`config.mk`:
```
export PLATFORM = sky130hd
export DESIGN_NAME = dsp_descriptor_dma_engine_core
export DESIGN_NICKNAME = d
export VERILOG_FILES = /design/src/rtl/ddma_pkg.sv /design/src/rtl/ddma_front.sv /design/src/rtl/ddma_engine.sv /design/src/rtl/dsp_descriptor_dma_engine_core.sv
export SDC_FILE = /design/constraint.sdc
export NUM_CORES = 2
export LEC_CHECK = 0
export BUFFER_PORTS_ARGS = -buffer_cell sky130_fd_sc_hd__buf_2
export CAP_MARGIN = 5
export CORE_ASPECT_RATIO = 0.9
export CORE_UTILIZATION = 45
export DETAILED_ROUTE_END_ITERATION = 8
export PLACE_DENSITY = 0.64
export SYNTH_ARGS = -nofsm -noshare
export SYNTH_HDL_FRONTEND = slang
export SYNTH_SLANG_ARGS = --single-unit
```
`constraint.sdc`:
```
create_clock -name clk -period 16.7 [get_ports clk]
set_input_delay 1.67 -clock clk [delete_from_list [all_inputs] [get_ports clk]]
set_output_delay 1.67 -clock clk [all_outputs]
set_load 0.05 [all_outputs]
```
`src/rtl/ddma_pkg.sv`:
```
// ----------------------------------------------------------------------------
// Descriptor DMA engine package
// Shared types, codes and the decoded-descriptor type for the DMA engine.
// ----------------------------------------------------------------------------
`default_nettype none
package ddma_pkg;

	localparam int XMemLimitDefault = 16384;

	localparam logic [1:0] KIND_READ  = 2'd0;
	localparam logic [1:0] KIND_WRITE = 2'd1;
	localparam logic [1:0] KIND_STEP  = 2'd2;

	localparam logic [1:0] REG_CONFIG  = 2'd0;
	localparam logic [1:0] REG_CONTROL = 2'd1;
	localparam logic [1:0] REG_START   = 2'd2;
	localparam logic [1:0] REG_NEXT    = 2'd3;

	localparam logic [2:0] ACT_START    = 3'd1;
	localparam logic [2:0] ACT_STOP     = 3'd2;
	localparam logic [2:0] ACT_FREEZE   = 3'd3;
	localparam logic [2:0] ACT_UNFREEZE = 3'd4;

	localparam logic [2:0] ERR_NONE   = 3'd0;
	localparam logic [2:0] ERR_DADDR  = 3'd1;
	localparam logic [2:0] ERR_FORMAT = 3'd2;
	localparam logic [2:0] ERR_BUFFER = 3'd3;
	localparam logic [2:0] ERR_REGION = 3'd4;
	localparam logic [2:0] ERR_OVFL   = 3'd5;
	localparam logic [2:0] ERR_ACTION = 3'd6;

	localparam logic [1:0] TGT_X   = 2'd0;
	localparam logic [1:0] TGT_Y   = 2'd1;
	localparam logic [1:0] TGT_P   = 2'd2;
	localparam logic [1:0] TGT_SCR = 2'd3;

	localparam logic [31:0] MASK24 = 32'h00FF_FFFF;

	typedef enum logic [2:0] {
		PH_IDLE, PH_LAUNCH, PH_DESC_ISSUE, PH_DESC, PH_XFER, PH_RD
	} phase_t;

	// One accepted item as it travels from the front part to the engine.
	typedef struct packed {
		logic [1:0]  kind;
		logic [1:0]  reg_index;
		logic [31:0] write_value;
		logic [31:0] read_data;
	} item_t;

	typedef struct packed {
		logic [31:0] read_value;
		logic        req_valid;
		logic [1:0]  req_target;
		logic        req_write;
		logic [31:0] req_address;
		logic [31:0] req_data;
		logic        busy_res;
		logic        end_of_list;
		logic [2:0]  error_code;
	} result_t;

	// Decoded descriptor, computed once after the last descriptor word lands.
	typedef struct packed {
		logic [2:0]  err;
		logic        to_scratch;
		logic [1:0]  target;
		logic [31:0] dsp_base;
		logic [32:0] scr_base;
		logic [31:0] count;
	} xfer_t;

endpackage
`default_nettype wire

```
`src/rtl/ddma_front.sv`:
```
// ----------------------------------------------------------------------------
// Descriptor DMA front end
// Accepts input transfers and holds them in a two-entry queue for the engine.
// ----------------------------------------------------------------------------
`default_nettype none
module ddma_front (
	input  wire logic            clk,
	input  wire logic            arst_n,
	input  wire logic            in_valid,
	output logic                 in_ready,
	input  wire ddma_pkg::item_t in_item,
	output logic                 q_valid,
	input  wire logic            q_ready,
	output ddma_pkg::item_t      q_item
);
	import ddma_pkg::*;

	item_t      mem_q [2];
	logic       wr_ptr_q, rd_ptr_q;
	logic [1:0] cnt_q;
	logic       push, pop;

	assign in_ready = (cnt_q != 2'd2);
	assign q_valid  = (cnt_q != 2'd0);
	assign q_item   = mem_q[rd_ptr_q];
	assign push     = in_valid && in_ready;
	assign pop      = q_valid && q_ready;

	always_ff @(posedge clk) begin
		if (push) mem_q[wr_ptr_q] <= in_item;
	end

	always_ff @(posedge clk or negedge arst_n) begin
		if (!arst_n) begin
			wr_ptr_q <= 1'b0;
			rd_ptr_q <= 1'b0;
			cnt_q    <= 2'd0;
		end else begin
			if (push) wr_ptr_q <= ~wr_ptr_q;
			if (pop) rd_ptr_q <= ~rd_ptr_q;
			cnt_q <= cnt_q + {1'b0, push} - {1'b0, pop};
		end
	end

	a_no_overflow: assert property (@(posedge clk) disable iff (!arst_n)
		cnt_q == 2'd2 |-> !push) else $error("queue overflow");
	a_no_underflow: assert property (@(posedge clk) disable iff (!arst_n)
		cnt_q == 2'd0 |-> !pop) else $error("queue underflow");
	a_count: assert property (@(posedge clk) disable iff (!arst_n)
		(push && !pop) |=> cnt_q == $past(cnt_q) + 2'd1) else $error("count slip");
endmodule
`default_nettype wire

```
`src/rtl/ddma_engine.sv`:
```
// ----------------------------------------------------------------------------
// Descriptor DMA engine back end
// Registers, descriptor walk and request generation, one item per cycle while the output is not held off.
// ----------------------------------------------------------------------------
`default_nettype none
module ddma_engine #(
	parameter int X_MEM_LIMIT = ddma_pkg::XMemLimitDefault
) (
	input  wire logic            clk,
	input  wire logic            arst_n,
	input  wire logic            q_valid,
	output logic                 q_ready,
	input  wire ddma_pkg::item_t q_item,
	output logic                 out_valid,
	input  wire logic            out_ready,
	output ddma_pkg::result_t    out_res
);
	import ddma_pkg::*;

	logic [31:0] config_q, start_q, next_q, hold_q;
	logic        frozen_q, running_q, stopped_q, eol_q;
	logic [23:0] wcnt_q;
	logic [31:0] desc_q [7];
	phase_t      phase_q, phase_d;
	xfer_t       dec_q, dec_d;
	logic        dec_en;

	logic [31:0] next_d, hold_d;
	logic        frozen_d, running_d, stopped_d, eol_d;
	logic [23:0] wcnt_d;
	logic        desc_we;
	logic [2:0]  desc_idx;
	result_t     res;
	logic        fire;

	assign q_ready = !out_valid || out_ready;
	assign fire    = q_valid && q_ready;

	// Combinational decode of the descriptor words as they stand after this item.
	function automatic xfer_t decode(input logic [31:0] w1, input logic [31:0] w2,
			input logic [31:0] w3, input logic [31:0] w4, input logic [31:0] w5,
			input logic [31:0] w6);
		xfer_t       x;
		logic [2:0]  fmt;
		logic [3:0]  buf_id;
		logic [31:0] ssize;
		logic [33:0] lim;
		x      = '0;
		fmt    = w1[12:10];
		buf_id = w1[8:5];
		ssize  = w6 + 32'd1;
		lim    = '0;
		x.count      = w2;
		x.to_scratch = w1[1];
		if (fmt != 3'd2 && fmt != 3'd6) begin
			x.err = ERR_FORMAT;
		end else if (buf_id == 4'he && ({2'b0, w4} + {w2, 2'b0}) >= {2'b0, ssize}) begin
			x.err = ERR_BUFFER;
		end else if (buf_id != 4'he && buf_id != 4'hf) begin
			x.err = ERR_BUFFER;
		end else begin
			x.scr_base = (buf_id == 4'he) ? ({1'b0, w5} + {1'b0, w4}) : {1'b0, w4};
			if (w3 < 32'h1800) begin
				x.target = TGT_X; lim = 34'h1800; x.dsp_base = w3;
			end else if (w3 < 32'h2000) begin
				x.target = TGT_Y; lim = 34'h2000; x.dsp_base = w3 - 32'h1800;
			end else if (w3 >= 32'h2800 && w3 < 32'h3800) begin
				x.target = TGT_P; lim = 34'h3800; x.dsp_base = w3 - 32'h2800;
			end else begin
				x.err = ERR_REGION;
			end
			if (x.err == ERR_NONE) begin
				if (({2'b0, w3} + {2'b0, w2}) >= lim) x.err = ERR_REGION;
				else if (({2'b0, x.scr_base} + {w2, 2'b0}) > 35'h1_0000_0000)
					x.err = ERR_OVFL;
			end
		end
		return x;
	endfunction

	always_comb begin
		logic [2:0]  err;
		logic [31:0] addr;
		logic        do_xfer, do_launch;
		logic [2:0]  act;
		err       = ERR_NONE;
		res       = '0;
		phase_d   = phase_q;
		next_d    = next_q;
		hold_d    = hold_q;
		frozen_d  = frozen_q;
		running_d = running_q;
		stopped_d = stopped_q;
		eol_d     = eol_q;
		wcnt_d    = wcnt_q;
		desc_we   = 1'b0;
		desc_idx  = wcnt_q[2:0];
		dec_en    = 1'b0;
		dec_d     = decode(desc_q[1], desc_q[2], desc_q[3], desc_q[4], desc_q[5],
			desc_q[6]);
		do_xfer   = 1'b0;
		do_launch = 1'b0;
		act       = q_item.write_value[2:0];
		addr      = {18'd0, next_q[13:0]};
		unique case (q_item.kind)
			KIND_READ: begin
				unique case (q_item.reg_index)
					REG_CONFIG:  res.read_value = config_q;
					REG_CONTROL: res.read_value = {26'd0, stopped_q, running_q, frozen_q,
						3'd0};
					REG_START:   res.read_value = start_q;
					default:     res.read_value = next_q;
				endcase
			end
			KIND_WRITE: begin
				if (q_item.reg_index == REG_NEXT) next_d = q_item.write_value;
				if (q_item.reg_index == REG_CONTROL) begin
					unique case (act)
						ACT_START:    begin running_d = 1'b1; stopped_d = 1'b0; end
						ACT_STOP:     begin running_d = 1'b0; stopped_d = 1'b1; end
						ACT_FREEZE:   frozen_d = 1'b1;
						ACT_UNFREEZE: frozen_d = 1'b0;
						default:      err = ERR_ACTION;
					endcase
					if (err == ERR_NONE) begin
						if (!running_d) phase_d = PH_IDLE;
						else if (!frozen_d && phase_q == PH_IDLE) phase_d = PH_LAUNCH;
					end
				end
			end
			KIND_STEP: begin
				if (phase_q == PH_IDLE) begin
					phase_d = PH_IDLE;
				end else if (!running_q) begin
					phase_d = PH_IDLE;
				end else if (frozen_q) begin
					if (phase_q == PH_DESC) phase_d = PH_DESC_ISSUE;
					else if (phase_q == PH_RD) phase_d = PH_XFER;
				end else begin
					unique case (phase_q)
						PH_LAUNCH: do_launch = 1'b1;
						PH_DESC_ISSUE: begin
							res.req_valid   = 1'b1;
							res.req_target  = TGT_X;
							res.req_address = hold_q + {29'd0, wcnt_q[2:0]};
							phase_d = PH_DESC;
						end
						PH_DESC: begin
							desc_we = (wcnt_q < 24'd7);
							if (wcnt_q < 24'd6) begin
								wcnt_d = wcnt_q + 24'd1;
								res.req_valid   = 1'b1;
								res.req_target  = TGT_X;
								res.req_address = hold_q + {8'd0, wcnt_q} + 32'd1;
							end else begin
								// Last word arrives now; decode with it in place.
								dec_d = decode(desc_q[1], desc_q[2], desc_q[3], desc_q[4],
									desc_q[5], q_item.read_data);
								dec_en = 1'b1;
								if (dec_d.err != ERR_NONE) err = dec_d.err;
								else begin
									wcnt_d  = '0;
									phase_d = PH_XFER;
									do_xfer = 1'b1;
								end
							end
						end
						PH_XFER: begin
							dec_d = dec_q;
							if (dec_q.err != ERR_NONE) err = dec_q.err;
							else do_xfer = 1'b1;
						end
						PH_RD: begin
							dec_d = dec_q;
							if (dec_q.err != ERR_NONE) err = dec_q.err;
							else begin
								hold_d = q_item.read_data;
								res.req_valid = 1'b1;
								res.req_write = 1'b1;
								if (dec_q.to_scratch) begin
									res.req_target  = TGT_SCR;
									res.req_address = dec_q.scr_base[31:0] + {6'd0, wcnt_q, 2'b0};
									res.req_data    = q_item.read_data;
								end else begin
									res.req_target  = dec_q.target;
									res.req_address = dec_q.dsp_base + {8'd0, wcnt_q};
									res.req_data    = q_item.read_data & MASK24;
								end
								wcnt_d  = wcnt_q + 24'd1;
								phase_d = PH_XFER;
							end
						end
						default: phase_d = PH_IDLE;
					endcase
					if (do_xfer) begin
						// Counter compare is against the full 32-bit count.
						if ({8'd0, (phase_q == PH_DESC) ? 24'd0 : wcnt_q} >= dec_d.count) begin
							next_d = desc_q[0];
							if (desc_q[0][14]) begin
								eol_d = 1'b1; phase_d = PH_IDLE;
							end else begin
								do_launch = 1'b1;
								addr = {18'd0, desc_q[0][13:0]};
							end
						end else begin
							res.req_valid = 1'b1;
							if (dec_d.to_scratch) begin
								res.req_target  = dec_d.target;
								res.req_address = dec_d.dsp_base +
									{8'd0, (phase_q == PH_DESC) ? 24'd0 : wcnt_q};
							end else begin
								res.req_target  = TGT_SCR;
								res.req_address = dec_d.scr_base[31:0] +
									{6'd0, (phase_q == PH_DESC) ? 24'd0 : wcnt_q, 2'b0};
							end
							phase_d = PH_RD;
						end
					end
					if (do_launch) begin
						if (!do_xfer && next_q[14]) begin
							phase_d = PH_IDLE;
						end else if (addr + 32'd6 >= 32'(X_MEM_LIMIT)) begin
							err = ERR_DADDR;
						end else begin
							hold_d  = addr;
							wcnt_d  = '0;
							res.req_valid   = 1'b1;
							res.req_target  = TGT_X;
							res.req_address = addr;
							phase_d = PH_DESC;
						end
					end
				end
			end
			default: ;
		endcase
		if (err != ERR_NONE) begin
			running_d = 1'b0;
			stopped_d = 1'b1;
			phase_d   = PH_IDLE;
			res.req_valid = 1'b0; res.req_target = '0; res.req_write = 1'b0;
			res.req_address = '0; res.req_data = '0;
		end
		res.busy_res    = (phase_d != PH_IDLE);
		res.end_of_list = eol_d;
		res.error_code  = err;
	end

	always_ff @(posedge clk) begin
		if (fire && desc_we) desc_q[desc_idx] <= q_item.read_data;
		if (fire && dec_en) dec_q <= dec_d;
		if (fire) out_res <= res;
	end

	always_ff @(posedge clk or negedge arst_n) begin
		if (!arst_n) begin
			config_q <= '0; start_q <= '0; next_q <= '0; hold_q <= '0;
			frozen_q <= 1'b0; running_q <= 1'b0; stopped_q <= 1'b0; eol_q <= 1'b0;
			wcnt_q <= '0; phase_q <= PH_IDLE; out_valid <= 1'b0;
		end else begin
			if (fire) begin
				if (q_item.kind == KIND_WRITE && q_item.reg_index == REG_CONFIG)
					config_q <= q_item.write_value;
				if (q_item.kind == KIND_WRITE && q_item.reg_index == REG_START)
					start_q <= q_item.write_value;
				next_q <= next_d; hold_q <= hold_d;
				frozen_q <= frozen_d; running_q <= running_d; stopped_q <= stopped_d;
				eol_q <= eol_d; wcnt_q <= wcnt_d; phase_q <= phase_d;
			end
			if (fire) out_valid <= 1'b1;
			else if (out_ready) out_valid <= 1'b0;
		end
	end

	function automatic logic err_seen();
		return res.error_code != ERR_NONE;
	endfunction

	a_eol_sticky: assert property (@(posedge clk) disable iff (!arst_n)
		eol_q |=> eol_q) else $error("eol flag cleared");
	a_err_idle: assert property (@(posedge clk) disable iff (!arst_n)
		(fire && err_seen()) |=> phase_q == PH_IDLE && stopped_q)
		else $error("error did not stop engine");
	a_run_excl: assert property (@(posedge clk) disable iff (!arst_n)
		!(running_q && stopped_q)) else $error("running and stopped");
endmodule
`default_nettype wire

```
`src/rtl/dsp_descriptor_dma_engine_core.sv`:
```
// Path: each input transfer is registered in the input queue and then in the
// engine's output register; results wait longer while the output is held off.
// Throughput: one item per cycle while the output is not held off; the engine's
// combinational decode and request path allows this, and a two-entry queue decouples input.
// Reset (arst_n low, asynchronous) clears control registers, flags, word count and phase to idle.
// ----------------------------------------------------------------------------
// Descriptor DMA engine core
// Front queue plus descriptor-walking engine behind a stream interface.
// ----------------------------------------------------------------------------
`default_nettype none
module dsp_descriptor_dma_engine_core #(
	parameter int X_MEM_LIMIT = ddma_pkg::XMemLimitDefault
) (
	input  wire logic         clk,
	input  wire logic         arst_n,
	input  wire logic         s_axis_tvalid,
	output logic              s_axis_tready,
	// kind[1:0], reg_index[3:2], write_value[35:4], read_data[67:36], zero fill
	input  wire logic [71:0]  s_axis_tdata,
	output logic              m_axis_tvalid,
	input  wire logic         m_axis_tready,
	// read_value[31:0], req_valid[32], req_target[34:33], req_write[35],
	// req_address[67:36], req_data[99:68], busy_res[100], end_of_list[101],
	// error_code[104:102], zero fill
	output logic [111:0]      m_axis_tdata
);
	import ddma_pkg::*;

	item_t   in_item, q_item;
	result_t res;
	logic    q_valid, q_ready;

	assign in_item.kind        = s_axis_tdata[1:0];
	assign in_item.reg_index   = s_axis_tdata[3:2];
	assign in_item.write_value = s_axis_tdata[35:4];
	assign in_item.read_data   = s_axis_tdata[67:36];

	ddma_front u_front (
		.clk, .arst_n,
		.in_valid(s_axis_tvalid), .in_ready(s_axis_tready), .in_item,
		.q_valid, .q_ready, .q_item
	);

	ddma_engine #(.X_MEM_LIMIT(X_MEM_LIMIT)) u_engine (
		.clk, .arst_n, .q_valid, .q_ready, .q_item,
		.out_valid(m_axis_tvalid), .out_ready(m_axis_tready), .out_res(res)
	);

	assign m_axis_tdata = {7'd0, res.error_code, res.end_of_list, res.busy_res,
		res.req_data, res.req_address, res.req_write, res.req_target, res.req_valid,
		res.read_value};
endmodule
`default_nettype wire
```
==> results by group <==
Global route
  • GR Util All Layers: 30.1%
  • Largest net degree at the start of global routing: 93
  • Residual overflow from global routing: 0
  • Antenna violations before repair: 14
  • Vias in the first global route: between 30000 and 40000
  • First-pass GRT wire length: 242 mm

Flow run
  • Max-cap viol count: 0

Clocking
  • Worst-Skew Late Latency: 670 ps
  • Post-CTS Resized: 0
  • Clock Tree Buf Depth: 3
  • Total CTS buffers: 76
  • Post-CTS Hold Fix Bufs: 0
  • Setup bufs post-CTS: 0
  • Clock Sink Count: 706
  • CTS tree: yes
  • Clock Pin Slew Worst Setup and Hold Paths: approximately 60 ps
  • Htree depth: 3
  • Root Driver: clkbuf_16

Route
  • M1 wire length: approximately 70 mm
  • Vias post-DR: slightly above 40000
  • Vias per inst: 6.24
  • DRC: 0
  • Routed Antenna Nets: 0
  • DR top layer: met5
  • Routed length per instance: 25.2 um
  • 1st-iter DRT viols: 4593
  • WL final: between 150 and 200 mm
  • Met2 wire length: 72.7 mm
  • Met3 wire length: approximately 15 mm
  • Drt pass-1 iters: 5

Power and ir drop
  • Max rail drop VDD: 0.157 mV
  • Leak: 20.9 nW
  • Power density over the cells: between 100 and 150 nW/um2

Placement
  • Post-DP HPWL: ~120 mm
  • # port buffers: between 150 and 200
  • RD Place Congestion: between 0.9 and 1

Synth
  • Synthesized cell area: about 48000 um2
  • Syn Area/Cell: 9.70 um2
  • Yosys Warn Count: 0
  • Synth area leader: edfxtp_1
  • Library cells used by synthesis: 112
  • Synth top area cells: edfxtp_1, ha_1, dfrtp_1
  • Ys async rst share: a little under a quarter
  • Synth Flop Type: edfxtp_1
  • Syn Inst Count: about 4900
  • Seq/Total Area, Yosys: 42.8%
  • Seq cells post-synth: 706
  • Most common cell in the netlist: nand2_1
  • Top cells by count, synth: nand2_1, edfxtp_1, a21oi_1, o21ai_0, nor2_1
  • Synth top area share: 34.2%
  • Post-synth EDFFs: between 500 and 600

Worst setup path
  • CP arrival: ~12000 ps
  • Required @ worst endpoint: 17070 ps
  • Crit-path leading delay family: simple AND/OR/NAND/NOR gates
  • Crit end category: flop
  • Buffers plus inverters on the worst setup path: 3
  • Max Fanout on Critical Path: 42
  • CP Class: flop to flop
  • Worst Setup Start Kind: flop
  • Crit-path slowest cell: dfrtp_4
  • Critical Path Most Common Cell: nand2_1
  • Crit-path max cell delay: 820 ps

Cells and area
  • Filler instances: 9701
  • Nets@finish: about 5500
  • Fraction of layout cells with a size suffix above 1: 10.2%
  • Area Overhead vs Synth: 10.7%

STA
  • Fin. Hold Viols: 0
  • Peak Freq: 85.6 MHz
  • Period utilization: 70.0%
  • Setup TNS: 0 ps
  • Unrepaired setup endpoints after global routing: false
  • Slew @ Worst Pin: 1300 ps
  • Slew margin rel.: around 11%
  • Minimum clock period: roughly 12000 ps
  • Clock skew: between 60 and 70 ps
  • Worst hold slack: 499 ps
  • Final Max Tran Viols: 0
  • Endpoints failing setup: 0

Floorplanning
  • Ports: 190
  • Die H: a little over 300 um
  • Total core area: roughly 100000 um2
  • Starting Density: 45.7%
  • Rows: 112
  • Die Width: 345 um
  • Area of the die: 107000 um2

Status
  • Outcome: finished, final reports clean

Min path
  • HP Class: flop to flop
[metal layers]
| metal | global-route usage (%) | vias up |
|---|---|---|
| met5 | 0.725 | - |
| met4 | 9.62 | 18 |
| met3 | 6.58 | 308 |
| met2 | 46.0 | 1750 |
| met1 | 42.0 | 19800 |
| li1 | - | 18600 |
[cells by family after synthesis]
kind of cell,after synthesis,synth area share [%]
buffers and inverters,359,3.30
other,1,0.00788
XOR/XNOR,259,4.77
AND/OR/NAND/NOR,1581,15.8
flip-flops,706,42.8
multiplexers,183,4.29
adder cells (fa/ha/maj),358,9.57
AO/OA/AOI/OAI,1462,19.4
[state kept, by name, summed over array words and instances (netlist names), 2 cells and up]
| signal | flops |
|---|---|
| u_engine.start_q | 32 |
| u_engine.config_q | 32 |
| u_front.mem_q | 136 |
| u_front.cnt_q | 2 |
| u_engine.phase_q | 3 |
| u_engine.wcnt_q | 24 |
| u_engine.dec_q | 102 |
| u_engine.desc_q | 199 |
| u_engine.next_q | 32 |
| u_engine.hold_q | 32 |
| u_engine.out_res | 105 |
[layout make-up]
class | count | area, um2 | area share [%]
diodes | 3 | 7.51 | 0.0142
clock buffers | 96 | 2010 | 3.81
clock inverters | 44 | 647 | 1.23
inverters | 158 | 598 | 1.14
multi-input cells | 3850 | 25800 | 48.9
flip-flops and latches | 706 | 20400 | 38.7
well taps | 1368 | 1710 | 3.25
repair buffers | 265 | 1550 | 2.95
[worst reg2reg max path: cells and delay by family, from the launching register on]
kind / cells / cell delay, ps
xor gates and xnor gates: 1 / 150
buffers and inverters: 3 / 1370
DFF: 1 / 820
and+or+nand+nor: 18 / 4220
muxes: 2 / 550
AOI/OAI and AO/OA: 16 / 3550
adders and majority gates: 3 / 720
[where the power goes]
group	switching (mW)	internal (mW)
Sequential	0.154	2.29
Clock	0.777	1.03
Combinational	1.22	0.503
[path summary, 6_finish.rpt]
path / start / to / slack (ps) / depth (start not counted)
max: u_front.rd_ptr_q / u_engine.out_res[65] / 5020 / 43
min: u_front.cnt_q[0] / u_engine.out_valid / 500 / 2
max reg2reg: u_front.rd_ptr_q / u_engine.out_res[65] / 5020 / 43
min reg2reg: u_front.cnt_q[0] / u_engine.out_valid / 500 / 2
max in group asynchronous: arst_n / u_front.rd_ptr_q / 13900 / 2
min in group asynchronous: arst_n / u_engine.config_q[10] / 1110 / 1
[cell usage in the layout (no fill, tap or decap), drive strengths merged, types with 94 or more instances in the layout]
| cell | netlist | layout |
|---|---|---|
| nand2 | 558 | 558 |
| edfxtp | 542 | 542 |
| a21oi | 436 | 436 |
| o21ai | 385 | 385 |
| nor2 | 372 | 372 |
| ha | 348 | 348 |
| buf | 45 | 265 |
| dfrtp | 164 | 164 |
| xnor2 | 163 | 163 |
| inv | 157 | 159 |
| mux2i | 133 | 133 |
| a21o | 105 | 105 |
| nand3 | 102 | 102 |
| xor2 | 96 | 96 |
| clkbuf | 151 | 96 |
| nor3 | 94 | 94 |
[through the flow]
stage               total power [mW]  std cells  setup slack (ps)  util (%)  cell area [um2]
finish                          5.98       6490              5020      50.5            52700
global route                    6.20       6488              4140      50.5            52700
CTS                             5.98       6486              5200      50.5            52700
detailed placement              4.19       6346              5290      48.0            50000
global placement                4.16       6346              5410      48.0            50000
floorplan                       3.62       4915              5880         -            47600
Power figures use the tool's default switching activity.
